<file path="config.mk">
export PLATFORM = sky130hd
export DESIGN_NAME = svg_vertex
export DESIGN_NICKNAME = d
export VERILOG_FILES = /design/src/rtl/sphere_vertex_generator_core_defines.svh /design/src/rtl/svg_pkg.sv /design/src/rtl/svg_vertex.sv
export SDC_FILE = /design/constraint.sdc
export NUM_CORES = 2
export LEC_CHECK = 0
export BUFFER_PORTS_ARGS = -buffer_cell sky130_fd_sc_hd__buf_2
export CAP_MARGIN = 15
export CORE_UTILIZATION = 55
export DETAILED_ROUTE_END_ITERATION = 6
export GPL_ROUTABILITY_DRIVEN = 0
export HOLD_SLACK_MARGIN = 0.12
export PLACE_DENSITY = 0.75
export SLEW_MARGIN = 0
export SYNTH_ARGS = -nofsm -noshare
export SYNTH_HDL_FRONTEND = slang
export SYNTH_SLANG_ARGS = --single-unit
export TNS_END_PERCENT = 20
</file>
<file path="constraint.sdc">
create_clock -name clk -period 3.4 [get_ports clk]
set_input_delay 0 -clock clk [delete_from_list [all_inputs] [get_ports clk]]
set_output_delay 0 -clock clk [all_outputs]
set_load 0.01 [all_outputs]
</file>
<file path="src/rtl/sphere_vertex_generator_core_defines.svh">
// ----------------------------------------------------------------------------
// Sphere vertex generator assertion macros
// Immediate-implication and next-cycle-implication property wrappers.
// ----------------------------------------------------------------------------
`ifndef SPHERE_VERTEX_GENERATOR_CORE_DEFINES_SVH
`define SPHERE_VERTEX_GENERATOR_CORE_DEFINES_SVH

`ifndef SYNTHESIS
`define SVG_ASSERT(label, clk, rst_n, ante, cons) \
	label: assert property (@(posedge clk) disable iff (!rst_n) (ante) |-> (cons)) \
		else $error("sphere vertex generator assertion failed");
`define SVG_ASSERT_NEXT(label, clk, rst_n, ante, cons) \
	label: assert property (@(posedge clk) disable iff (!rst_n) (ante) |=> (cons)) \
		else $error("sphere vertex generator assertion failed");
`else
`define SVG_ASSERT(label, clk, rst_n, ante, cons)
`define SVG_ASSERT_NEXT(label, clk, rst_n, ante, cons)
`endif

`endif

</file>
<file path="src/rtl/svg_pkg.sv">
// ----------------------------------------------------------------------------
// Sphere vertex generator package
// Payload types, register codes and fixed-point constants shared by the core.
// ----------------------------------------------------------------------------
package svg_pkg;

	localparam int unsigned MAX_RINGS    = 255;
	localparam int unsigned MAX_SEGMENTS = 256;
	localparam int unsigned MIN_RINGS    = 2;
	localparam int unsigned MIN_SEGMENTS = 3;

	localparam logic [7:0] RING_COUNT_RESET    = 8'd16;
	localparam logic [8:0] SEGMENT_COUNT_RESET = 9'd32;

	localparam int unsigned ADDR_W = 3;
	localparam logic ADDR_RING_COUNT    = 1'b0;
	localparam logic ADDR_SEGMENT_COUNT = 1'b1;

	// long division: four quotient bits per stage, 32 bits in all
	localparam int DIV_STAGES     = 8;
	localparam int DIV_STEPS      = 4;
	localparam int DIV_ROUND_SRC  = 4;

	localparam logic [30:0] HALF_PI_Q30 = 31'd1686629713;
	localparam logic [30:0] Q30_ONE     = 31'h4000_0000;

	// sine/cosine pipeline: x, x^2, five Horner steps of three stages, final
	localparam int HORNER_STEPS = 5;
	localparam int SC_REGS      = 2 + 3 * HORNER_STEPS;
	localparam int SC_STAGES    = SC_REGS + 1;

	localparam logic [7:0] HORNER_DIV [2][HORNER_STEPS] = '{
		'{8'd110, 8'd72, 8'd42, 8'd20, 8'd6},
		'{8'd132, 8'd90, 8'd56, 8'd30, 8'd12}
	};
	localparam logic [31:0] HORNER_RECIP [2][HORNER_STEPS] = '{
		'{32'((64'd1 << 32) / 64'd110), 32'((64'd1 << 32) / 64'd72),
		  32'((64'd1 << 32) / 64'd42), 32'((64'd1 << 32) / 64'd20),
		  32'((64'd1 << 32) / 64'd6)},
		'{32'((64'd1 << 32) / 64'd132), 32'((64'd1 << 32) / 64'd90),
		  32'((64'd1 << 32) / 64'd56), 32'((64'd1 << 32) / 64'd30),
		  32'((64'd1 << 32) / 64'd12)}
	};

	typedef struct packed {
		logic [7:0] ring_index;
		logic [7:0] segment_index;
	} idx_t;

	typedef struct packed {
		logic signed [15:0] pos_x;
		logic signed [15:0] pos_y;
		logic signed [15:0] pos_z;
		logic [16:0]        tex_u;
		logic [16:0]        tex_v;
		logic               index_valid;
	} vert_t;

	typedef struct packed {
		logic [16:0] tex_u;
		logic [16:0] tex_v;
		logic        index_valid;
	} side_t;

	typedef struct packed {
		logic [31:0] sin_mag;
		logic        sin_neg;
		logic [31:0] cos_mag;
		logic        cos_neg;
	} trig_t;

endpackage

</file>
<file path="src/rtl/svg_vertex.sv">
// ----------------------------------------------------------------------------
// Sphere vertex generator vertex assembly
// Forms x, y, z from the trig results, rounds to Q15 and holds the result.
// ----------------------------------------------------------------------------
module svg_vertex (
	input  logic                clk,
	input  logic                arst_n,
	input  logic                en,
	input  logic                vld_in,
	input  svg_pkg::trig_t      polar_trig,
	input  svg_pkg::trig_t      azim_trig,
	input  svg_pkg::side_t      side,
	output logic                vld_out,
	output svg_pkg::vert_t      vert
);

	function automatic logic [15:0] half_to_q15(input logic [33:0] m, input logic neg);
		logic [34:0] r;
		logic [18:0] q;
		logic [14:0] sat;
		r   = 35'(m) + 35'd32768;
		q   = r[34:16];
		sat = (q > 19'd16384) ? 15'd16384 : q[14:0];
		return neg ? 16'(-{1'b0, sat}) : {1'b0, sat};
	endfunction

	logic [33:0]       mx_s1;
	logic [33:0]       mz_s1;
	logic [33:0]       my_s1;
	logic              nx_s1;
	logic              nz_s1;
	logic              ny_s1;
	svg_pkg::side_t    side_s1;
	svg_pkg::vert_t    vert_s2;
	logic [1:0]        vld_s;
	logic [63:0]       px;
	logic [63:0]       pz;

	assign px = 64'(polar_trig.sin_mag) * 64'(azim_trig.cos_mag);
	assign pz = 64'(polar_trig.sin_mag) * 64'(azim_trig.sin_mag);

	always_ff @(posedge clk or negedge arst_n) begin
		if (!arst_n) begin
			vld_s <= '0;
		end else if (en) begin
			vld_s <= {vld_s[0], vld_in};
		end
	end

	always_ff @(posedge clk) begin
		if (en) begin
			mx_s1   <= px[63:30];
			mz_s1   <= pz[63:30];
			my_s1   <= 34'(polar_trig.cos_mag);
			nx_s1   <= polar_trig.sin_neg ^ azim_trig.cos_neg;
			nz_s1   <= polar_trig.sin_neg ^ azim_trig.sin_neg;
			ny_s1   <= polar_trig.cos_neg;
			side_s1 <= side;
			vert_s2.pos_x       <= half_to_q15(mx_s1, nx_s1);
			vert_s2.pos_y       <= half_to_q15(my_s1, ny_s1);
			vert_s2.pos_z       <= half_to_q15(mz_s1, nz_s1);
			vert_s2.tex_u       <= side_s1.tex_u;
			vert_s2.tex_v       <= side_s1.tex_v;
			vert_s2.index_valid <= side_s1.index_valid;
		end
	end

	assign vld_out = vld_s[1];
	assign vert    = vert_s2;

endmodule

</file>
# After elaboration in Yosys (flattened, before gate mapping)
# Index checks and enable logic that the tools add are counted.
[totals] regBits=223 out_inout_bits=84
[op_classes] n_addsub=6 n_mul=2 magnitude_cmp=3 mux=6 n_bitwise=2
[ops] op="$mul 32x32->64" count=2
[ops] op="$mux 15" count=6
[ops] op="$add 34x16->35 const B" count=2
[ops] op="$neg 15->16" count=3
[ops] op="$gt 19x15->1 const B" count=2
[ops] op="$add 32x16->33 const B" count=1
[ops] op="$gt 17x15->1 const B" count=1
[ops] op="$xor 1x1->1" count=2

# Depth between registers and ports, before layout
[depth] depth_word=5 ltp_mapped=29

# Least setup slack after synthesis
# Ideal clock, no wire load.
[synth_timing] path_kind="input-to-reg" start="input port polar_trig[65] (netlist name)" end="register mz_s1[24] (data pin)" setup_time_ps=260 arrival_time_ps=7030 path_slack_ps=-3890 stages=27 cell_sequence="clkbuf_1 -> clkbuf_1 -> nand2_1 -> fa_1 -> inv_1 -> fa_1 -> fa_1 -> inv_1 -> fa_1 -> inv_1 -> fa_1 -> fa_1 -> fa_1 -> inv_1 -> fa_1 -> inv_1 -> ha_1 -> and3_1 -> nand4_1 -> or4_4 -> or3_1 -> nor4b_2 -> o21ai_1 -> or4b_1 -> a221o_2 -> a21oi_1 -> xnor2_1"
[synth_between] elab_chain_cells=1
[synth_rtl] item="start, declared" line="svg_vertex.sv:10" text="input svg_pkg::trig_t polar_trig,"
[synth_rtl] item="$mul 32x32->64" line="svg_vertex.sv:40" text="assign pz = 64'(polar_trig.sin_mag) * 64'(azim_trig.sin_mag);"
[synth_rtl] item="net pz[54]" line="svg_vertex.sv:37" text="logic [63:0] pz;"
[synth_rtl] item="end signal, assigned" line="svg_vertex.sv:53" text="mz_s1 <= pz[63:30];"
[synth_rtl] item="end, declared" line="svg_vertex.sv:28" text="logic [33:0] mz_s1;"
# The timed path passes the listed nets, and every way through them passes these cells.
# A chain may end at the register's enable or synchronous reset.

# Worst setup path in the final report
[layout_timing] start="input port polar_trig[46] (netlist name)" end="register mz_s1[32] (data pin)"
# Same word-level chain as after synthesis.

==> flow_metrics.py <==
metrics = {
    "outcome": {
        "status": "finished, violations left",
        "violations": "DRC, setup timing",
    },
    "placement": {
        "place_hpwl_um": 166000,
        "port_buffers": 239,
        "dp.cells": 10001,
    },
    "logic_synthesis": {
        "synth_most_common_cell": "fa_1",
        "yosys.area.top_type": "fa_1",
        "synth_ff_type": "edfxtp_1",
        "async_reset_ff_share_pct": 1.12,
        "ys_seq_elements": 178,
        "ys_seq_area_share_pct": 7.32,
        "synth_warnings": 0,
        "synth_edf_count": 176,
        "synth_nets": 10223,
        "ys_top_cells_by_area": "fa_1, and2_1, ha_1",
        "synth_top_area_share_pct": 49.2,
        "ys_types": 90,
        "avgSynthCellArea_um2": 9.42,
        "synth_area_um2": 72900,
        "synthCells": 7736,
        "synth_commonest_cells": "fa_1, inv_1, and2_1",
    },
    "worst_setup_path": {
        "worstSetupStartpoint": "polar_trig[46]",
        "crit_arrival_ps": 7180,
        "critPathBufInv": 7,
        "end_kind": "register",
        "cp_common_cell": "fa_1",
        "worstPathMaxFanout": 16,
        "r2r-start": "mz_s1[16]$_DFFE_PP_",
        "criticalPathCategory": "in2reg",
        "cp_slowest_stage_delay_ps": 540,
        "critPathLaunchType": "input pin",
        "worst_ep_required_time_ps": 3620,
        "critical_path.slowest_cell": "fa_1",
        "r2r_cells": 14,
        "cp.depth": 25,
        "critPathTopFamily": "adder cells",
    },
    "global_routing": {
        "first_global_vias": 60874,
        "grt_pass1_wl_um": 321000,
        "grt_max_degree": 68,
        "antenna_found_initial": 18,
        "grt-ovfl-total": 0,
        "grtUsageTotal_pct": 30.3,
    },
    "final_layout": {
        "n_fill_cell": 10058,
        "post-route-util_pct": 64.1,
        "area_delta_synth_final_pct": 15.7,
        "fin_nets": 10864,
        "layout-drive-gt1-share_pct": 15.4,
        "stdcell_count": 10151,
    },
    "sta": {
        "worst_slack_ps": -3560,
        "worst_pin_slew_ps": 692,
        "setup_viol": 38,
        "fmax_ghz": 0.144,
        "layout_min_cycle_time_ps": 6960,
        "hold_viol_final": 0,
        "holdWs_ps": 242,
        "drv_slew": 0,
        "skew_ps": 14.4,
        "slew-limit-headroom_pct": 53.9,
        "rsz0062_at_grt": "true",
        "fin_crit_sh_pct": 205,
    },
    "worst_hold_path": {
        "hold_class": "in2reg",
        "holdCritStartpoint": "side[29]",
        "whs_path_depth": 2,
    },
    "route": {
        "viasPerCell": 5.46,
        "post_drt_wl_per_cell_um": 19.7,
        "post-route-drc-count": 1,
        "dr.pass1.iters": 7,
        "drt_iter0_drc": 4193,
        "vias": 55413,
        "antenna_left": 0,
        "routed_wl_um": 200000,
    },
    "clock_network": {
        "cts.sinks": 178,
        "htree_levels": 4,
        "root_buffer": "clkbuf_16",
        "cts_inserted_buffers": 17,
        "clock_latency_ps": 470,
        "cts_tree": "done",
        "cts_buffer_depth": 2,
        "clkTransAtPathRegs_ps": 90,
    },
    "job": {
        "drv_cap": 0,
    },
    "floorplanning": {
        "dieArea_um2": 134000,
        "design.portCount": 255,
        "initial_core_util_pct": 55.4,
        "die_w_um": 366,
        "die_h_um": 366,
        "row_count": 133,
        "core_area_um2": 131000,
    },
}
[placed cells by master, fill, tap and decap left out, types with 17 or more instances in the layout]
cell and count:
nand2b_1 18, xnor2_1 74, clkbuf_16 26, ha_4 27
nor3_1 24, fa_2 59, nor2_1 99, nand2_1 967
xor2_1 28, and3_1 24, dlygate4sd3_1 61, edfxtp_1 176
a21o_1 70, fa_1 1731, nand4_1 30, nand3_1 49
and2_4 18, o21ai_0 60, and2_1 1180, buf_4 678
o21ai_1 17, buf_12 76, inv_1 1723, ha_1 492
a21oi_2 19, a21oi_1 113, buf_6 34, buf_2 193
[registers in the layout (all words and copies together), names as in the netlist]
name,flops
my_s1,17
vld_s,2
mx_s1,19
mz_s1,19
nx_s1,1
vert,83
nz_s1,1
side_s1,35
ny_s1,1
[layout make-up]
| cell class | count | area, µm² | area share, % |
|---|---|---|---|
| Antenna cell | 6 | 15.0 | 0.0178 |
| Inverter | 1734 | 6510 | 7.72 |
| Clock buffer | 17 | 425 | 0.505 |
| Timing Repair Buffer | 1075 | 9170 | 10.9 |
| Clock inverter | 15 | 208 | 0.246 |
| Tap cell | 1755 | 2200 | 2.60 |
| Multi-Input combinational cell | 5371 | 60500 | 71.7 |
| Sequential cell | 178 | 5340 | 6.33 |
[worst paths after layout]
path	to	slack (ps)
setup / recovery	mz_s1[32]$_DFFE_PP_	-3560
hold / removal	side_s1[29]$_DFFE_PP_	240
setup reg to reg	vert[49]$_DFFE_PP_	70
hold reg to reg	vert[6]$_DFFE_PP_	410
max in group asynchronous	vld_s[0]$_DFFE_PN0P_	2880
min in group asynchronous	vld_s[1]$_DFFE_PN0P_	400
[cell families after synthesis]
logic type                 Yosys count  synth area share [%]
xor gates and xnor gates           111                  1.36
AOI/OAI and AO/OA                  434                  3.87
buffers and inverters             2187                  11.3
DFF                                178                  7.32
adders and majority gates         2316                  58.2
and+or+nand+nor                   2502                  17.8
muxes                                8                 0.117
[worst reg2reg max path: cells and delay by family, from the launching register on]
| family | cells | cell delay (ps) |
|---|---|---|
| simple gates | 6 | 1170 |
| compound gates | 6 | 930 |
| fa+ha+maj | 2 | 520 |
| flops | 1 | 430 |
[layer usage]
metal | wire, µm | vias up | track usage [%]
li1 | - | 23948 | -
met1 | 77100 | 28522 | 40.1
met2 | 96700 | 2454 | 50.4
met3 | 19300 | 463 | 6.26
met4 | 6850 | 26 | 8.67
met5 | 161 | - | 0
[stage by stage]
stage | TNS, ps | setup slack (ps) | instance area (µm²)
after floorplan | -120380 | -3460 | 73700
after global placement | -154940 | -4450 | 81000
after detailed placement | -158180 | -4460 | 81000
after CTS | -124410 | -3520 | 83300
after global routing | -132460 | -3690 | 84300
final | -127680 | -3560 | 84300
[timing repair]
action / in CTS / in global routing
gates cloned: 8 / 9
resized for setup: 161 / 161
endpoints found under the hold margin: 113 / 0
setup endpoints to repair: 46 / 58
pin swaps: 103 / 108
buffers inserted: 13 / 23
hold buffers: 61 / 0
Power is left out: the tool's default activity adds up to more than one toggle a clock period on the data nets, which glitch-free logic cannot reach.
