--- src/rtl/sphere_vertex_generator_core_defines.svh ---
// ----------------------------------------------------------------------------
// Sphere vertex generator assertion macros
// Immediate-implication and next-cycle-implication property wrappers.
// ----------------------------------------------------------------------------
`ifndef SPHERE_VERTEX_GENERATOR_CORE_DEFINES_SVH
`define SPHERE_VERTEX_GENERATOR_CORE_DEFINES_SVH

`ifndef SYNTHESIS
`define SVG_ASSERT(label, clk, rst_n, ante, cons) \
	label: assert property (@(posedge clk) disable iff (!rst_n) (ante) |-> (cons)) \
		else $error("sphere vertex generator assertion failed");
`define SVG_ASSERT_NEXT(label, clk, rst_n, ante, cons) \
	label: assert property (@(posedge clk) disable iff (!rst_n) (ante) |=> (cons)) \
		else $error("sphere vertex generator assertion failed");
`else
`define SVG_ASSERT(label, clk, rst_n, ante, cons)
`define SVG_ASSERT_NEXT(label, clk, rst_n, ante, cons)
`endif

`endif

--- src/rtl/svg_pkg.sv ---
// ----------------------------------------------------------------------------
// Sphere vertex generator package
// Payload types, register codes and fixed-point constants shared by the core.
// ----------------------------------------------------------------------------
package svg_pkg;

	localparam int unsigned MAX_RINGS    = 255;
	localparam int unsigned MAX_SEGMENTS = 256;
	localparam int unsigned MIN_RINGS    = 2;
	localparam int unsigned MIN_SEGMENTS = 3;

	localparam logic [7:0] RING_COUNT_RESET    = 8'd16;
	localparam logic [8:0] SEGMENT_COUNT_RESET = 9'd32;

	localparam int unsigned ADDR_W = 3;
	localparam logic ADDR_RING_COUNT    = 1'b0;
	localparam logic ADDR_SEGMENT_COUNT = 1'b1;

	// long division: four quotient bits per stage, 32 bits in all
	localparam int DIV_STAGES     = 8;
	localparam int DIV_STEPS      = 4;
	localparam int DIV_ROUND_SRC  = 4;

	localparam logic [30:0] HALF_PI_Q30 = 31'd1686629713;
	localparam logic [30:0] Q30_ONE     = 31'h4000_0000;

	// sine/cosine pipeline: x, x^2, five Horner steps of three stages, final
	localparam int HORNER_STEPS = 5;
	localparam int SC_REGS      = 2 + 3 * HORNER_STEPS;
	localparam int SC_STAGES    = SC_REGS + 1;

	localparam logic [7:0] HORNER_DIV [2][HORNER_STEPS] = '{
		'{8'd110, 8'd72, 8'd42, 8'd20, 8'd6},
		'{8'd132, 8'd90, 8'd56, 8'd30, 8'd12}
	};
	localparam logic [31:0] HORNER_RECIP [2][HORNER_STEPS] = '{
		'{32'((64'd1 << 32) / 64'd110), 32'((64'd1 << 32) / 64'd72),
		  32'((64'd1 << 32) / 64'd42), 32'((64'd1 << 32) / 64'd20),
		  32'((64'd1 << 32) / 64'd6)},
		'{32'((64'd1 << 32) / 64'd132), 32'((64'd1 << 32) / 64'd90),
		  32'((64'd1 << 32) / 64'd56), 32'((64'd1 << 32) / 64'd30),
		  32'((64'd1 << 32) / 64'd12)}
	};

	typedef struct packed {
		logic [7:0] ring_index;
		logic [7:0] segment_index;
	} idx_t;

	typedef struct packed {
		logic signed [15:0] pos_x;
		logic signed [15:0] pos_y;
		logic signed [15:0] pos_z;
		logic [16:0]        tex_u;
		logic [16:0]        tex_v;
		logic               index_valid;
	} vert_t;

	typedef struct packed {
		logic [16:0] tex_u;
		logic [16:0] tex_v;
		logic        index_valid;
	} side_t;

	typedef struct packed {
		logic [31:0] sin_mag;
		logic        sin_neg;
		logic [31:0] cos_mag;
		logic        cos_neg;
	} trig_t;

endpackage

--- src/rtl/svg_divider.sv ---
// ----------------------------------------------------------------------------
// Sphere vertex generator index divider
// Clamps the indices and runs a pipelined long division that yields the
// polar and azimuth phases and the rounded texture coordinates.
// ----------------------------------------------------------------------------
`include "sphere_vertex_generator_core_defines.svh"

module svg_divider (
	input  logic                clk,
	input  logic                arst_n,
	input  logic                en,
	input  logic                vld_in,
	input  svg_pkg::idx_t       idx,
	input  logic [7:0]          rings,
	input  logic [8:0]          segs,
	output logic                vld_out,
	output logic [31:0]         polar,
	output logic [31:0]         azim,
	output svg_pkg::side_t      side
);

	typedef struct packed {
		logic [7:0]  rem_r;
		logic [7:0]  rem_s;
		logic [31:0] quo_r;
		logic [31:0] quo_s;
		logic        whole_r;
		logic [16:0] tex_u;
		logic [16:0] tex_v;
		logic        ok;
	} dstage_t;

	typedef struct packed {
		logic [7:0] rem;
		logic       qbit;
	} dstep_t;

	function automatic dstep_t div_step(input logic [7:0] rem, input logic [8:0] dvsr);
		logic [8:0] sh;
		dstep_t     res;
		sh       = {rem, 1'b0};
		res.qbit = (sh >= dvsr);
		res.rem  = res.qbit ? 8'(sh - dvsr) : sh[7:0];
		return res;
	endfunction

	dstage_t                          seed;
	dstage_t                          nxt   [svg_pkg::DIV_STAGES + 1];
	dstage_t                          div_s [svg_pkg::DIV_STAGES + 1];
	logic [svg_pkg::DIV_STAGES:0]     vld_s;
	logic [8:0]                       rings9;

	assign rings9 = {1'b0, rings};

	// clamp out-of-range indices and seed the remainders
	always_comb begin : clamp
		logic       ring_hi;
		logic       seg_hi;
		logic [7:0] ring_c;
		logic [7:0] seg_c;
		ring_hi = ({1'b0, idx.ring_index} > rings9);
		seg_hi  = ({1'b0, idx.segment_index} >= segs);
		ring_c  = ring_hi ? rings : idx.ring_index;
		seg_c   = seg_hi ? 8'(segs - 9'd1) : idx.segment_index;
		seed         = '0;
		seed.whole_r = (ring_c == rings);
		seed.rem_r   = seed.whole_r ? 8'd0 : ring_c;
		seed.rem_s   = seg_c;
		seed.ok      = !(ring_hi || seg_hi);
	end

	always_comb begin : divide
		dstep_t     sr;
		dstep_t     ss;
		logic [9:0] sum_r;
		logic [9:0] sum_s;
		sr     = '0;
		ss     = '0;
		sum_r  = '0;
		sum_s  = '0;
		nxt[0] = seed;
		for (int k = 1; k <= svg_pkg::DIV_STAGES; k++) begin
			nxt[k] = div_s[k-1];
			// sixteen fraction bits are in: round the texture coordinates
			if (k == svg_pkg::DIV_ROUND_SRC + 1) begin
				sum_r = 10'(div_s[k-1].rem_r) + 10'(rings[7:1]);
				sum_s = 10'(div_s[k-1].rem_s) + 10'(segs[8:1]);
				nxt[k].tex_v = {div_s[k-1].whole_r, div_s[k-1].quo_r[15:0]}
					+ 17'(sum_r >= 10'(rings9));
				nxt[k].tex_u = {1'b0, div_s[k-1].quo_s[15:0]}
					+ 17'(sum_s >= 10'(segs));
			end
			for (int j = 0; j < svg_pkg::DIV_STEPS; j++) begin
				sr = div_step(nxt[k].rem_r, rings9);
				ss = div_step(nxt[k].rem_s, segs);
				nxt[k].rem_r = sr.rem;
				nxt[k].rem_s = ss.rem;
				nxt[k].quo_r = {nxt[k].quo_r[30:0], sr.qbit};
				nxt[k].quo_s = {nxt[k].quo_s[30:0], ss.qbit};
			end
		end
	end

	always_ff @(posedge clk or negedge arst_n) begin
		if (!arst_n) begin
			vld_s <= '0;
		end else if (en) begin
			vld_s <= {vld_s[svg_pkg::DIV_STAGES-1:0], vld_in};
		end
	end

	always_ff @(posedge clk) begin
		if (en) begin
			for (int k = 0; k <= svg_pkg::DIV_STAGES; k++) begin
				div_s[k] <= nxt[k];
			end
		end
	end

	assign vld_out          = vld_s[svg_pkg::DIV_STAGES];
	assign polar            = {div_s[svg_pkg::DIV_STAGES].whole_r,
	                           div_s[svg_pkg::DIV_STAGES].quo_r[31:1]};
	assign azim             = div_s[svg_pkg::DIV_STAGES].quo_s;
	assign side.tex_u       = div_s[svg_pkg::DIV_STAGES].tex_u;
	assign side.tex_v       = div_s[svg_pkg::DIV_STAGES].tex_v;
	assign side.index_valid = div_s[svg_pkg::DIV_STAGES].ok;

	`SVG_ASSERT(a_polar_max_half_turn, clk, arst_n, vld_out && polar[31], polar[30:0] == 31'd0)
	`SVG_ASSERT(a_tex_u_below_one, clk, arst_n, vld_out, !side.tex_u[16])

endmodule

--- config.mk ---
export PLATFORM = sky130hd
export DESIGN_NAME = svg_divider
export DESIGN_NICKNAME = d
export VERILOG_FILES = /design/src/rtl/svg_pkg.sv /design/src/rtl/svg_divider.sv
export VERILOG_INCLUDE_DIRS = /design/src /design/src/rtl
export SDC_FILE = /design/constraint.sdc
export NUM_CORES = 2
export LEC_CHECK = 0
export BUFFER_PORTS_ARGS = -buffer_cell sky130_fd_sc_hd__buf_4
export CORE_UTILIZATION = 61
export DETAILED_ROUTE_END_ITERATION = 8
export PLACE_DENSITY = 0.87
export SKIP_CTS_REPAIR_TIMING = 1
export SYNTH_ARGS = -nofsm -noshare
export SYNTH_HDL_FRONTEND = slang
export SYNTH_SLANG_ARGS = --single-unit
--- constraint.sdc ---
create_clock -name clk -period 8.7 [get_ports clk]
set_input_delay 0.435 -clock clk [delete_from_list [all_inputs] [get_ports clk]]
set_output_delay 0.435 -clock clk [all_outputs]
set_load 0.01 [all_outputs]
After elaboration in Yosys (flattened, before gate mapping). Memories as Yosys holds them, arrays and structs flattened. Index checks and enable logic that the tools add are counted.

Eq/ne operators: 1. Add/sub/neg operators: 69. $lt $le $gt $ge: 68. Muxes and demuxes: 69. Reduce and logical (&&, ||, !) cells: 2.

Operator list (count): 8-bit two-way mux (67); 8-bit subtractor (64); 9-bit by 8-bit greater-or-equal comparator with 1-bit output (33); 9-bit greater-or-equal comparator (33); 16-bit by 1-bit adder with 17-bit output (1); 17-bit by 1-bit adder with 17-bit output (1); 8-bit by 7-bit adder with 9-bit output (1); 8-bit by 8-bit adder with 9-bit output (1); 8-bit by 9-bit greater-or-equal comparator with 1-bit output (1); 8-bit == test (1); 8-bit > comparator (1); 8-bit by 1-bit subtractor with 8-bit output (second input constant) (1); 1-bit two-way mux (2); 1-bit logical NOT (1); 1-bit logical OR (1).

Output and inout port bits: 100. Word-level logic and storage cells: 211. Bits in writable memories: 1044. Register bits: 9. Memories kept: 1.

Memory list: div_s (depth 9, bits a word 116, read ports 9, clocked after memory_dff 0, write ports 9, line svg_divider.sv:49) `dstage_t div_s [svg_pkg::DIV_STAGES + 1];`.

Depth between registers and ports, before layout. An unclocked memory read counts as a cell.

Word-level depth: 9. Gate-level depth with buffers: 41. Depth with buffers taken out: 37.

Worst setup path before layout. No wires, ideal clock.

Kind: in2reg. From: input port segs[1]. To: memory div_s[0][566] (netlist bit), data pin. Data required time: 8446 ps. Slack: -403 ps. Buffers on the path: 2. Stages on the path: 37. Arrival: 8849 ps. Path through: inv_1 ha_1 nor2b_1 o21ai_0 a21boi_0 o21ai_0 a21oi_1 o221ai_1 clkbuf_1 mux2i_1 inv_1 ha_1 nand3_1 a21oi_1 o31a_1 o21ai_0 a31oi_1 inv_1 or3_1 o21ai_0 ha_1 o21ai_0 a21boi_0 o21ai_0 a21oi_1 o221ai_1 mux2_2 mux2_2 ha_1 inv_1 o21bai_1 a21o_1 a31o_2 a211oi_1 clkbuf_1 nor3_1 a21o_1.

RTL lines: start, declared (line svg_divider.sv:15) `input logic [8:0] segs,`; end, declared (line svg_divider.sv:49).

==> impl_metrics.json <==
{
  "outcome": "complete, no violations",
  "wl_met2_um": 52850,
  "rows": 99,
  "wire_per_inst_um": 19.92,
  "wl_met3_um": 7729,
  "synthFlopType": "edfxtp_1",
  "async_flop_share_pct": 1.557,
  "required_ns": 9.10,
  "fin_nets": 5105,
  "hpwl_um": 78830,
  "final_antenna_net_count": 0,
  "gp_congestion": 0.9757,
  "synth-seq-area-share_pct": 38.56,
  "design_area_mm2": 0.04980,
  "arrival_ns": 8.81,
  "maxSlewViolCount": 0,
  "syn_to_final_growth_pct": 10.94,
  "cts_buffers": 61,
  "cts_tree": "built",
  "num_io_pins": 137,
  "final_common_cell": "edfxtp_1",
  "port_buffers": 136,
  "clk_latency_ns": 0.67,
  "hold_class": "in -> reg",
  "first_global_vias": 33713,
  "crit_type": "reg -> reg",
  "fin_crit_sh_pct": 96.65,
  "detail_route.iter0.violations": 3071,
  "vias_per_cell": 6.294,
  "wirelength_um": 110000,
  "n_fill_cell": 5221,
  "hold_viol": 0,
  "synth_edf_count": 569,
  "die_w_um": 273.3,
  "highest_layer": "met5",
  "setup_viol": 0,
  "die_area_mm2": 0.07468,
  "max_cap_viol_count": 0,
  "met1_length_um": 45270,
  "grt-ovfl-total": 0,
  "clock_path_buffers": 3,
  "max_stage_delay_ns": 0.48,
  "ys_ff_latch": 578,
  "path_max_fanout": 12,
  "end_kind": "flip-flop",
  "layoutNonFillerInstCount": 5519,
  "start_kind": "flip-flop",
  "clk_pin_slew_ns": 0.07,
  "place_area_mm2": 0.04739,
  "avgSynthCellArea_um2": 10.42,
  "post-place-cells": 5382,
  "drive_gt1_share_pct": 16.92,
  "vias": 34739,
  "fmax_ghz": 0.1189,
  "ys_types": 100,
  "synthesis.area_mm2": 0.04489,
  "core_area_mm2": 0.07283,
  "relSlewSlack_pct": 24.21,
  "syn_inst": 4308,
  "final_cell_mix": "edfxtp_1, ha_1, nor2_1, buf_4, a21oi_1",
  "clock-sinks": 578,
  "yosys_warnings": 0,
  "antenna_found_initial": 4,
  "grt_first_pass_wirelength_um": 173600,
  "min_period_ns": 8.409,
  "root_buffer": "clkbuf_16",
  "initial_core_util_pct": 61.64,
  "die_h_um": 273.3,
  "htree_levels": 2,
  "grtUsageTotal_pct": 28.72,
  "drc": 0,
  "grt_max_degree": 175,
  "crit_slowest_cell": "edfxtp_1",
  "fin_skew_ns": 0.04845,
  "synth_nets": 4906,
  "first_pass_iters": 6,
  "tightestPinTransition_ns": 1.132
}
-- cell type report --
class                      count  area, um^2  area share, %
sequential                   578       17310          34.76
antenna                        2       5.005        0.01005
clock buffer                  65        1541          3.095
tap                          959        1200          2.409
inverter                     169       648.1          1.301
timing repair buffer         311        2482          4.985
multi-input combinational   3386       26080          52.37
clock inverter                49       531.8          1.068
-- kinds of logic after synthesis --
logic type / after synthesis / synth area share (%)
xor+xnor: 323 / 6.302
compound gates: 1064 / 15.85
simple gates: 1170 / 12.88
flops: 578 / 38.56
mux: 268 / 6.672
fa+ha+maj: 561 / 15.94
buf+inv: 344 / 3.799
-- worst max-delay path: cells and delay by family (launching register included) --
kind            cells  cell delay (ns)
mux                 3             0.85
compound gates     19             4.07
flops               1             0.48
simple gates        4             0.49
buf+inv             5             0.84
fa+ha+maj           4             1.41
-- path summary, 6_finish.rpt --
| kind | startpoint | depth (start not counted) | slack, ns | endpoint |
|---|---|---|---|---|
| setup / recovery | div_s[0][573] | 35 | 0.29 | div_s[0][692] |
| hold / removal | vld_in | 2 | 0.02 | vld_s[0] |
| hold reg to reg | div_s[0][153] | 0 | 0.37 | div_s[0][273] |
| setup reg to reg | div_s[0][573] | 35 | 0.29 | div_s[0][692] |
| max in group asynchronous | arst_n | 2 | 8.44 | vld_s[2] |
| min in group asynchronous | arst_n | 2 | 0.13 | vld_s[7] |
-- synth_stat cells, drive strengths merged, types with 46 or more instances --
cell type	instances	share of area, %
xnor2	207	4.0
nand3	64	0.71
buf	129	2.0
ha	543	15
xor2	116	2.3
o21a	110	1.8
nand2	162	1.4
a21o	121	2.0
o21ai	242	2.7
clkbuf	46	0.38
edfxtp	569	38
a21oi	252	2.8
inv	165	1.4
nor2b	82	1.1
nor3	143	1.6
nand2b	72	1.0
nor2	399	3.4
mux2	228	5.7
-- per-layer routing --
metal / vias to the layer above / global-route usage [%]
li1: 16503 / -
met1: 16601 / 36.58
met2: 1331 / 49.32
met3: 300 / 4.026
met4: 4 / 11.06
met5: - / 0
-- flip-flops by register name, indices dropped and copies added, names as in the netlist --
signal  flops
div_s     569
vld_s       9
-- stage by stage --
step	setup slack, ns	hold WS, ns	TNS, ns	util (%)
after global routing	-0.1248	0.008766	-0.4774	68.37
final	0.2914	0.01768	0	68.38
after CTS	-0.04765	-0.4417	-0.04765	67.91
after global placement	-0.03692	0.2589	-0.03692	65.07
after floorplan	-0.005876	0.1394	-0.005876	-
after detailed placement	-0.1623	0.2614	-2.844	65.07
Power is left out: the tool's default activity adds up to more than one toggle a clock period on the data nets, which glitch-free logic cannot reach.
